File: src/sv/etok_pkg.sv
// ----------------------------------------------------------------------------
// etok_pkg
// Shared types, codes and character classes of the expression tokenizer.
// ----------------------------------------------------------------------------
package etok_pkg;

   // token kinds
   localparam logic [2:0] K_WORD = 3'd0;
   localparam logic [2:0] K_INT  = 3'd1;
   localparam logic [2:0] K_DEC  = 3'd2;
   localparam logic [2:0] K_SIGN = 3'd3;
   localparam logic [2:0] K_ERR  = 3'd4;

   // open token modes
   localparam logic [1:0] M_IDLE = 2'd0;
   localparam logic [1:0] M_WORD = 2'd1;
   localparam logic [1:0] M_NUM  = 2'd2;
   localparam logic [1:0] M_SIGN = 2'd3;

   // saturation bound of position and length
   localparam logic [15:0] POS_CAP = 16'hFFFF;

   // characters with a special role
   localparam logic [7:0] CH_UNDERSCORE = 8'h5F;
   localparam logic [7:0] CH_DOT        = 8'h2E;
   localparam logic [7:0] CH_EQUAL      = 8'h3D;
   localparam logic [7:0] CH_COLON      = 8'h3A;
   localparam logic [7:0] CH_CARET      = 8'h5E;
   localparam logic [7:0] CH_PERCENT    = 8'h25;
   localparam logic [7:0] CH_SPACE      = 8'h20;
   localparam logic [7:0] CH_NEWLINE    = 8'h0A;
   localparam logic [7:0] CH_TAB        = 8'h09;

   typedef struct packed {
      logic [2:0]  kind;
      logic [15:0] tok_start;
      logic [15:0] tok_len;
      logic [7:0]  sign_first;
      logic [7:0]  sign_second;
      logic        text_done;
      logic        run_last;
   } etok_result_type;

   // results of one accepted byte, in order
   typedef struct packed {
      logic [1:0]      count;
      etok_result_type slot0;
      etok_result_type slot1;
   } etok_push_type;

   function automatic logic is_alpha(input logic [7:0] c);
      return (c >= 8'h61 && c <= 8'h7A) || (c >= 8'h41 && c <= 8'h5A) ||
             c == CH_UNDERSCORE;
   endfunction

   function automatic logic is_digit(input logic [7:0] c);
      return c >= 8'h30 && c <= 8'h39;
   endfunction

   function automatic logic is_single(input logic [7:0] c);
      return c == 8'h28 || c == 8'h29 || c == 8'h5B || c == 8'h5D ||
             c == 8'h7B || c == 8'h7D || c == CH_CARET || c == CH_PERCENT ||
             c == 8'h3B || c == 8'h2C;
   endfunction

   function automatic logic is_pairable(input logic [7:0] c);
      return c == 8'h3C || c == 8'h3E || c == CH_EQUAL || c == 8'h21 ||
             c == 8'h2B || c == 8'h2D || c == 8'h2F || c == 8'h2A ||
             c == CH_COLON;
   endfunction

   function automatic logic is_space(input logic [7:0] c);
      return c == CH_SPACE || c == CH_NEWLINE || c == CH_TAB;
   endfunction

   function automatic logic [15:0] sat_inc(input logic [15:0] v);
      return (v < POS_CAP) ? v + 16'd1 : POS_CAP;
   endfunction

   // token that closes an open word, number or pending sign
   function automatic etok_result_type flush_token(
      input logic [1:0]  mode,
      input logic [15:0] start,
      input logic [15:0] len,
      input logic        dot,
      input logic [7:0]  held
   );
      etok_result_type r;
      r = '0;
      r.tok_start = start;
      case (mode)
         M_WORD: begin
            r.kind    = K_WORD;
            r.tok_len = len;
         end
         M_NUM: begin
            r.kind    = dot ? K_DEC : K_INT;
            r.tok_len = len;
         end
         M_SIGN: begin
            r.kind       = (held == CH_COLON) ? K_ERR : K_SIGN;
            r.tok_len    = 16'd1;
            r.sign_first = held;
         end
         default: begin
            r.kind = K_ERR;
         end
      endcase
      return r;
   endfunction

endpackage

File: src/sv/etok_if.sv
// ----------------------------------------------------------------------------
// etok_if
// Valid/ready channels of the expression tokenizer: source bytes in, tokens out.
// ----------------------------------------------------------------------------
interface etok_req_if;
   logic       valid;
   logic       ready;
   logic [7:0] ch;
   logic       end_of_text;

   modport source (output valid, ch, end_of_text, input ready);
   modport sink   (input valid, ch, end_of_text, output ready);
endinterface

interface etok_rsp_if;
   logic        valid;
   logic        ready;
   logic [2:0]  kind;
   logic [15:0] tok_start;
   logic [15:0] tok_len;
   logic [7:0]  sign_first;
   logic [7:0]  sign_second;
   logic        text_done;
   logic        run_last;

   modport source (output valid, kind, tok_start, tok_len, sign_first, sign_second,
                   text_done, run_last, input ready);
   modport sink   (input valid, kind, tok_start, tok_len, sign_first, sign_second,
                   text_done, run_last, output ready);
endinterface

File: src/sv/etok_core.sv
// ----------------------------------------------------------------------------
// etok_core
// Lexer state and the per-byte step: up to two tokens per accepted byte.
// ----------------------------------------------------------------------------
module etok_core (
   input  logic                   clock,
   input  logic                   reset,
   input  logic                   step,
   input  logic [7:0]             ch,
   input  logic                   end_of_text,
   output etok_pkg::etok_push_type push
);
   import etok_pkg::*;

   logic [1:0]  mode_ff,  mode_in;
   logic [15:0] start_ff, start_in;
   logic [15:0] len_ff,   len_in;
   logic        dot_ff,   dot_in;
   logic [7:0]  held_ff,  held_in;
   logic [15:0] pos_ff,   pos_in;

   logic            used;
   logic [1:0]      mode_mid;
   logic [15:0]     start_mid;
   logic [15:0]     len_mid;
   logic            dot_mid;
   logic [7:0]      held_mid;
   logic            va, vb, vc;
   etok_result_type ra, rb, rc;
   logic            alnum;

   assign alnum = is_alpha(ch) || is_digit(ch);

   // step: close or extend the open token, then start from the new byte
   always_comb begin
      used      = 1'b0;
      mode_mid  = mode_ff;
      start_mid = start_ff;
      len_mid   = len_ff;
      dot_mid   = dot_ff;
      held_mid  = held_ff;
      va        = 1'b0;
      ra        = flush_token(mode_ff, start_ff, len_ff, dot_ff, held_ff);
      vb        = 1'b0;
      rb        = '0;

      // open token
      case (mode_ff)
         M_WORD: begin
            if (alnum) begin
               len_mid = sat_inc(len_ff);
               used    = 1'b1;
            end else begin
               va       = 1'b1;
               mode_mid = M_IDLE;
            end
         end
         M_NUM: begin
            if (alnum || ch == CH_DOT) begin
               if (ch == CH_DOT) dot_mid = 1'b1;
               len_mid = sat_inc(len_ff);
               used    = 1'b1;
            end else begin
               va       = 1'b1;
               mode_mid = M_IDLE;
            end
         end
         M_SIGN: begin
            va       = 1'b1;
            mode_mid = M_IDLE;
            if (ch == CH_EQUAL) begin
               ra.kind        = K_SIGN;
               ra.tok_len     = 16'd2;
               ra.sign_second = CH_EQUAL;
               used           = 1'b1;
            end
         end
         default: begin
         end
      endcase

      // byte as start of new text
      rb.tok_start  = pos_ff;
      rb.tok_len    = 16'd1;
      rb.sign_first = ch;
      if (!used) begin
         if (is_alpha(ch)) begin
            mode_mid  = M_WORD;
            start_mid = pos_ff;
            len_mid   = 16'd1;
         end else if (is_digit(ch)) begin
            mode_mid  = M_NUM;
            start_mid = pos_ff;
            len_mid   = 16'd1;
            dot_mid   = 1'b0;
         end else if (is_space(ch)) begin
            mode_mid = mode_mid;
         end else if (is_single(ch)) begin
            vb      = 1'b1;
            rb.kind = K_SIGN;
         end else if (is_pairable(ch)) begin
            mode_mid  = M_SIGN;
            held_mid  = ch;
            start_mid = pos_ff;
         end else begin
            vb      = 1'b1;
            rb.kind = K_ERR;
         end
      end

      // end of text flush
      vc = end_of_text && (mode_mid != M_IDLE);
      rc = flush_token(mode_mid, start_mid, len_mid, dot_mid, held_mid);
   end

   // pack the emitted tokens into two slots, mark the last one
   always_comb begin
      push = '0;
      if (va) begin
         push.slot0 = ra;
         push.slot1 = vb ? rb : rc;
      end else begin
         push.slot0 = vb ? rb : rc;
         push.slot1 = rc;
      end
      push.count = 2'({1'b0, va} + {1'b0, vb} + {1'b0, vc});
      if (push.count == 2'd1) begin
         push.slot0.run_last  = 1'b1;
         push.slot0.text_done = end_of_text;
      end else if (push.count == 2'd2) begin
         push.slot1.run_last  = 1'b1;
         push.slot1.text_done = end_of_text;
      end
   end

   // next state
   always_comb begin
      if (end_of_text) begin
         mode_in  = M_IDLE;
         start_in = '0;
         len_in   = '0;
         dot_in   = 1'b0;
         held_in  = '0;
         pos_in   = '0;
      end else begin
         mode_in  = mode_mid;
         start_in = start_mid;
         len_in   = len_mid;
         dot_in   = dot_mid;
         held_in  = held_mid;
         pos_in   = sat_inc(pos_ff);
      end
   end

   // state registers
   always_ff @(posedge clock) begin
      if (reset) begin
         mode_ff  <= M_IDLE;
         start_ff <= '0;
         len_ff   <= '0;
         dot_ff   <= 1'b0;
         held_ff  <= '0;
         pos_ff   <= '0;
      end else if (step) begin
         mode_ff  <= mode_in;
         start_ff <= start_in;
         len_ff   <= len_in;
         dot_ff   <= dot_in;
         held_ff  <= held_in;
         pos_ff   <= pos_in;
      end
   end

endmodule

File: src/sv/etok_rsp_fifo.sv
// ----------------------------------------------------------------------------
// etok_rsp_fifo
// Four-entry token queue: takes up to two tokens per cycle, gives one.
// ----------------------------------------------------------------------------
module etok_rsp_fifo (
   input  logic                     clock,
   input  logic                     reset,
   input  logic                     push_en,
   input  etok_pkg::etok_push_type  push,
   output logic                     room,
   output logic                     out_valid,
   input  logic                     out_ready,
   output etok_pkg::etok_result_type out_data
);
   import etok_pkg::*;

   etok_result_type entry_ff [4];
   logic [1:0] wr_ff, wr_in;
   logic [1:0] rd_ff, rd_in;
   logic [2:0] count_ff, count_in;
   logic [1:0] n_push;
   logic       pop;

   assign n_push    = push_en ? push.count : 2'd0;
   assign pop       = out_valid && out_ready;
   assign out_valid = (count_ff != 3'd0);
   assign out_data  = entry_ff[rd_ff];
   // room for the worst case of two tokens from one byte
   assign room      = (count_ff <= 3'd2);

   // pointer and fill update
   always_comb begin
      wr_in    = wr_ff + n_push;
      rd_in    = rd_ff + {1'b0, pop};
      count_in = count_ff + {1'b0, n_push} - {2'b00, pop};
   end

   always_ff @(posedge clock) begin
      if (reset) begin
         wr_ff    <= '0;
         rd_ff    <= '0;
         count_ff <= '0;
      end else begin
         wr_ff    <= wr_in;
         rd_ff    <= rd_in;
         count_ff <= count_in;
      end
   end

   // entry writes
   always_ff @(posedge clock) begin
      if (n_push != 2'd0) entry_ff[wr_ff] <= push.slot0;
      if (n_push == 2'd2) entry_ff[wr_ff + 2'd1] <= push.slot1;
   end

endmodule

File: src/sv/expression_tokenizer_unit.sv
// ----------------------------------------------------------------------------
// expression_tokenizer_unit
// Streaming lexer: source bytes in, word, number and sign tokens out.
// ----------------------------------------------------------------------------
// One source byte is taken per cycle while the queue has room. A byte
// updates the lexer state in the cycle it is accepted and its tokens (none,
// one or two) are registered into a four-entry output queue; tokens leave
// one per cycle while the result side is ready. The input is ready while the
// queue holds at most two tokens, so with the result side always ready the
// unit runs at one byte per cycle until bytes that give two tokens fill the
// queue past two entries, and a stalled result side stops the input.
// Position and token length saturate at 65535; the byte marked end_of_text
// flushes any open token and returns the position to zero.
module expression_tokenizer_unit (
   input  logic             clock,
   input  logic             reset,
   etok_req_if.sink         req_ch,
   etok_rsp_if.source       rsp_ch
);
   import etok_pkg::*;

   logic            req_transfer;
   logic            room;
   etok_push_type   push;
   etok_result_type head;

   assign req_ch.ready = room;
   assign req_transfer = req_ch.valid && room;

   // lexer state and per-byte step
   etok_core u_core (
      .clock       (clock),
      .reset       (reset),
      .step        (req_transfer),
      .ch          (req_ch.ch),
      .end_of_text (req_ch.end_of_text),
      .push        (push)
   );

   // token queue
   etok_rsp_fifo u_fifo (
      .clock     (clock),
      .reset     (reset),
      .push_en   (req_transfer),
      .push      (push),
      .room      (room),
      .out_valid (rsp_ch.valid),
      .out_ready (rsp_ch.ready),
      .out_data  (head)
   );

   // result channel payload
   assign rsp_ch.kind        = head.kind;
   assign rsp_ch.tok_start   = head.tok_start;
   assign rsp_ch.tok_len     = head.tok_len;
   assign rsp_ch.sign_first  = head.sign_first;
   assign rsp_ch.sign_second = head.sign_second;
   assign rsp_ch.text_done   = head.text_done;
   assign rsp_ch.run_last    = head.run_last;

endmodule
File: src/flat_wrapper.sv
// flat-port wrapper written by rule: the top's interface ports become plain ports
module expression_tokenizer_unit_flat import etok_pkg::*;
  (clock, reset, req_ch_valid, req_ch_ch, req_ch_end_of_text, req_ch_ready, rsp_ch_valid, rsp_ch_kind, rsp_ch_tok_start, rsp_ch_tok_len, rsp_ch_sign_first, rsp_ch_sign_second, rsp_ch_text_done, rsp_ch_run_last, rsp_ch_ready);
  etok_req_if req_ch_i ();
  etok_rsp_if rsp_ch_i ();
  input  logic clock;
  input  logic reset;
  input wire logic [$bits(req_ch_i.valid)-1:0] req_ch_valid;
  input wire logic [$bits(req_ch_i.ch)-1:0] req_ch_ch;
  input wire logic [$bits(req_ch_i.end_of_text)-1:0] req_ch_end_of_text;
  output wire logic [$bits(req_ch_i.ready)-1:0] req_ch_ready;
  output wire logic [$bits(rsp_ch_i.valid)-1:0] rsp_ch_valid;
  output wire logic [$bits(rsp_ch_i.kind)-1:0] rsp_ch_kind;
  output wire logic [$bits(rsp_ch_i.tok_start)-1:0] rsp_ch_tok_start;
  output wire logic [$bits(rsp_ch_i.tok_len)-1:0] rsp_ch_tok_len;
  output wire logic [$bits(rsp_ch_i.sign_first)-1:0] rsp_ch_sign_first;
  output wire logic [$bits(rsp_ch_i.sign_second)-1:0] rsp_ch_sign_second;
  output wire logic [$bits(rsp_ch_i.text_done)-1:0] rsp_ch_text_done;
  output wire logic [$bits(rsp_ch_i.run_last)-1:0] rsp_ch_run_last;
  input wire logic [$bits(rsp_ch_i.ready)-1:0] rsp_ch_ready;
  assign req_ch_i.valid = req_ch_valid;
  assign req_ch_i.ch = req_ch_ch;
  assign req_ch_i.end_of_text = req_ch_end_of_text;
  assign req_ch_ready = req_ch_i.ready;
  assign rsp_ch_valid = rsp_ch_i.valid;
  assign rsp_ch_kind = rsp_ch_i.kind;
  assign rsp_ch_tok_start = rsp_ch_i.tok_start;
  assign rsp_ch_tok_len = rsp_ch_i.tok_len;
  assign rsp_ch_sign_first = rsp_ch_i.sign_first;
  assign rsp_ch_sign_second = rsp_ch_i.sign_second;
  assign rsp_ch_text_done = rsp_ch_i.text_done;
  assign rsp_ch_run_last = rsp_ch_i.run_last;
  assign rsp_ch_i.ready = rsp_ch_ready;
  expression_tokenizer_unit u_core (.clock(clock), .reset(reset), .req_ch(req_ch_i), .rsp_ch(rsp_ch_i));
endmodule
File: config.mk
export PLATFORM = sky130hd
export DESIGN_NAME = expression_tokenizer_unit_flat
export DESIGN_NICKNAME = d
export VERILOG_FILES = /design/src/sv/etok_pkg.sv /design/src/sv/etok_if.sv /design/src/sv/etok_core.sv /design/src/sv/etok_rsp_fifo.sv /design/src/sv/expression_tokenizer_unit.sv /design/src/flat_wrapper.sv
export SDC_FILE = /design/constraint.sdc
export NUM_CORES = 1
export LEC_CHECK = 0
export BUFFER_PORTS_ARGS = -buffer_cell sky130_fd_sc_hd__buf_2
export CAP_MARGIN = 25
export CORE_MARGIN = 3
export CORE_UTILIZATION = 45
export DETAILED_ROUTE_END_ITERATION = 8
export PLACE_DENSITY = 0.64
export SLEW_MARGIN = 20
export SYNTH_ARGS = -nofsm -noshare
export SYNTH_HDL_FRONTEND = slang
export SYNTH_SLANG_ARGS = --single-unit
File: constraint.sdc
create_clock -name clock -period 7.2 [get_ports clock]
set_clock_uncertainty 0.05 [all_clocks]
set_input_delay 1.44 -clock clock [delete_from_list [all_inputs] [get_ports clock]]
set_output_delay 1.44 -clock clock [all_outputs]
set_load 0.03 [all_outputs]
==> metrics.sh <==
CTS_SETUP_BUFFERS=0
SYNTH.MUX.AREA_FRACTION_PCT=8.03
POST_SYNTHESIS_XOR_XNOR_AREA_FRACTION_PCT=0.327
SYNTH_ENABLE_FLOP_CELLS=180
TIMING.HOLD.WORST_ENDPOINT='u_core.u_fifo.entry_ff[0][6]$_SDFFE_PP0P_'
CRITICALPATHCATEGORY='in2reg'
SETUP_SLACK_NS=0.919
POST_CTS_RESIZED=0
POST_SYNTHESIS_COMPOUND_GATE_AREA_FRACTION_PCT=22.3
SYNTH_TOP_FAMILY_BY_AREA='compound AO/OA/AOI/OAI gates'
DETAILEDROUTE.FIRSTPASSITERATIONCOUNT=5
GLOBALROUTE.TOTALOVERFLOW=0
SYNTH_CELLS=1203
SYNTHESIS.AREA_MM2=0.0134
WORST-ENDPOINT-REQUIRED_NS=7.55
MET1WIRELENGTH_MM=16.8
ROOT_BUFFER='clkbuf_16'
CTS_BUFFERS=26
CLOCK_PIN_SLEW_ON_THE_WORST_SETUP_AND_HOLD_PATHS_NS=0.06
SYNTHSIMPLEGATEAREAFRAC_PCT=11.4
MOSTFREQUENTLAYOUTCELLS='180 x edfxtp_1, 99 x nand2_1, 79 x nor2_1, 75 x o21ai_0, 74 x a22o_1'
DETAIL-ROUTE-ANTENNA-NETS=0
CRITICAL-PATH-TOP-CELL-BY-COUNT='nand2_1'
TIMING.REG2REG.SETUP_SLACK_NS=1.75
CRITICAL-PATH-MAX-STAGE-DELAY_NS=0.83
CTS_HOLD_BUFFERS=0
WORST-R2R-CELL-COUNT=14
HOLD_PATH_DEPTH=2
PORTBUFFERS=64
SERIES_OF_CELL_INSTANCES_ALONG_THE_CRITICAL_PATH='buf_2 -> or4b_4 -> nor3_4 -> a2111o_1 -> a22oi_1 -> o21a_1 -> o31ai_1 -> ha_1 -> inv_1 -> nand2_1 -> fa_1 -> a21oi_1 -> nand2_1 -> nand2_2 -> a22oi_2 -> o22ai_2 -> a22o_1'
MAXCLOCKFREQUENCY_MHz=159
CTS-ROOT-TO-SINK-BUFFERS=3
POST_SYNTH_NUM_CELL_TYPES=87
ROUTED_WL_MM=38.0
CELL_TYPE_OF_THE_SLOWEST_STAGE_ON_THE_WORST_TIMING_PATH='o22ai_2'
OUTCOME='finished, final reports clean'
SYNTH.FF_LATCH_COUNT=250
FINALCRITPERIODSHARE_PCT=87.2
DIE_H_UM=179
MET3WIRELENGTH_MM=4.21
HIGHEST_LAYER='met4'
FLOORPLAN.ROWS=62
GLOBALROUTETOTALUTIL_PCT=23.5
CP_ENDPOINT_KIND='flip-flop'
FLOORPLAN_DIE_WIDTH_UM=179
FIN_SETUP_TNS_NS=0
LAYOUT_COMMONEST_CELL='edfxtp_1'
TOP_LEVEL_PORTS=68
FIRST_GLOBAL_VIAS=9681
WORSTHOLDPATHTYPE='reg2reg'
MAXSLEWVIOLCOUNT=0
POST-ROUTE-UTIL_PCT=50.7
FLOORPLAN.INITIALDENSITY_PCT=46.2
CTS_SINKS=250
CTSHTREEMAXLEVEL=1
GRT_MAX_DEGREE=48
POST-DP-HPWL_MM=24.1
DIODES=0
ROUTED-WL-MET2_MM=16.5
WORSTPATHARRIVAL_NS=6.63
AREA_DELTA_SYNTH_FINAL_PCT=9.73
TIMING.FINAL.CRIT_PERIOD_NS=6.28
CELL_CLASS_CONTRIBUTING_THE_BIGGEST_SHARE_OF_WORST_PATH_DELAY='compound AO/OA/AOI/OAI gates'
ADDER_AND_MAJORITY_CELL_FRACTION_OF_THE_SYNTHESIZED_AREA_PCT=1.61
FIRST_PASS_GRT_WIRE_LENGTH_MM=57.9
POWER_PER_CELL_AREA_mW_PER_MM2=281
FINALSETUPVIOLCOUNT=0
DRC_VIOLATION_TOTAL_AFTER_THE_FIRST_TRITONROUTE_ITERATION=1488
WORST-PATH-MAX-FANOUT=16
DRT_DRC_VIOLATIONS_LEFT=0
AVGSYNTHCELLAREA_UM2=11.1
TIMING_HOLD_VIOLATIONS_FINAL=0
MAX_SLEW.WORST_PIN.SLEW_NS=1.08
FLOORPLAN.DIE_AREA_MM2=0.0319
ROUTED_VIA_DENSITY=6.51
WORSTREG2REGEND='u_core.u_fifo.entry_ff[2][36]$_DFFE_PP_'
YOSYSSEQAREASHARE_PCT=50.8
CORE_REGION_AREA_MM2=0.0290
POSTSYNTH.ASYNCRESETSHARE_PCT=0
REG2REG_FROM='u_core.u_core.mode_ff[0]$_SDFFE_PP0P_'
CRITPATHBUFINV=2
TRITONCTS='yes'
YS_DOMINANT_REG_CELL='edfxtp_1'
MAX_SLEW_HEADROOM_AT_THE_WORST_PIN_PCT=28.2
STARTPOINT_KIND_OF_THE_WORST_SETUP_TIMING_PATH='primary input'
PLACE_WS_NS=0.467
VIA_COUNT=10500
MAX-VDD-IR-DROP_uV=155
INSERTION_DELAY_NS=0.54
NETS=1236
NUMBER_OF_ANTENNA_VIOLATIONS_AT_THE_FIRST_CHECK_IN_GLOBAL_ROUTING=0
CAP_VIOLATIONS=0
GP_ROUTABILITY_CONGESTION=0.902
WL_PER_CELL_UM=23.6
SETUP_REPAIR_AFTER_GLOBAL_ROUTING_MISSED_ITS_MARGIN='false'
SYNTH-WARNING-COUNT=0
POWER.LEAKAGE_nW=4.86
DRIVE_ABOVE_1_SHARE_PCT=19.5
HOLD_PATH_STARTPOINT='u_core.u_fifo.entry_ff[0][6]$_SDFFE_PP0P_'
worst max-delay path by stage:
| stage | start | to | slack [ns] | depth (start not counted) |
|---|---|---|---|---|
| floorplan | req_ch_ch[7] | u_core.u_fifo.entry_ff[3][45]$_DFFE_PP_ | 0.13 | 20 |
| global route | req_ch_ch[4] | u_core.u_fifo.entry_ff[2][37]$_DFFE_PP_ | 0.58 | 17 |
| detailed placement | req_ch_ch[4] | u_core.u_fifo.entry_ff[1][21]$_DFFE_PP_ | 0.47 | 16 |
| finish | req_ch_ch[4] | u_core.u_fifo.entry_ff[2][36]$_DFFE_PP_ | 0.92 | 17 |
| global placement | req_ch_ch[4] | u_core.u_fifo.entry_ff[2][19]$_DFFE_PP_ | 0.63 | 16 |
| CTS | req_ch_ch[4] | u_core.u_fifo.entry_ff[1][21]$_DFFE_PP_ | 1.07 | 16 |
state kept, by name, summed over array words and instances, names as in the netlist, 2 cells and up:
name                    flops
u_core.u_core.mode_ff       2
u_core.u_core.len_ff       16
u_core.u_fifo.rd_ff         2
u_core.u_fifo.entry_ff    184
u_core.u_core.start_ff     16
u_core.u_fifo.count_ff      3
u_core.u_fifo.wr_ff         2
u_core.u_core.pos_ff       16
u_core.u_core.held_ff       8
through the flow:
step / instances / total power, mW / hold slack, ns / area (um2)
after floorplan: 1205 / 2.53 / 0.388 / 13400
after global placement: 1561 / 2.84 / 0.403 / 13900
after detailed placement: 1561 / 2.85 / 0.413 / 13900
after CTS: 1608 / 4.13 / 0.426 / 14700
after global routing: 1610 / 4.29 / 0.458 / 14700
final: 1610 / 4.13 / 0.421 / 14700
cells in the mapped netlist, drive strengths merged (18+ instances only):
master | instances | area share [%]
a21oi | 55 | 2.4
a22o | 74 | 4.8
a22oi | 38 | 2.7
a31oi | 18 | 0.84
buf | 54 | 2.6
clkbuf | 64 | 1.8
dfxtp | 70 | 10
edfxtp | 180 | 40
inv | 40 | 1.1
mux4 | 46 | 7.7
nand2 | 103 | 2.9
nand3 | 18 | 0.67
nor2 | 81 | 2.3
nor3 | 30 | 1.3
o21ai | 100 | 3.8
o22ai | 53 | 2.7
o32ai | 18 | 1.2
layout make-up:
type                    instances  area [um2]
multi-input cells             796        5880
well taps                     384         480
fillers                      2592       14300
flip-flops and latches        250        6810
clock buffers                  28         658
inverters                      41         158
clock inverters                19         145
repair buffers                 92         576
worst min-delay path, cell delays in order (launching register included):
cell and delay, ns:
dfxtp_1 0.32, nand3_1 0.06, o21ai_0 0.06
where the power goes:
part / switching (mW) / internal, mW
clock network: 0.562 / 0.728
logic: 0.727 / 0.382
registers: 0.0711 / 1.66
routing by layer:
layer	GRT usage (%)	vias to the layer above
li1	-	4651
met1	35.9	5202
met2	34.1	591
met3	5.68	45
met4	4.64	0
met5	0	-
kinds of logic (layout without fill, tap and decap cells):
logic type,after synthesis,in the layout
flip-flops,250,250
other,1,3
buffers and inverters,159,180
AO/OA/AOI/OAI,413,413
XOR/XNOR,5,5
adder cells (fa/ha/maj),16,16
multiplexers,50,50
AND/OR/NAND/NOR,309,309
No activity file was read; power rests on OpenSTA's default activity.
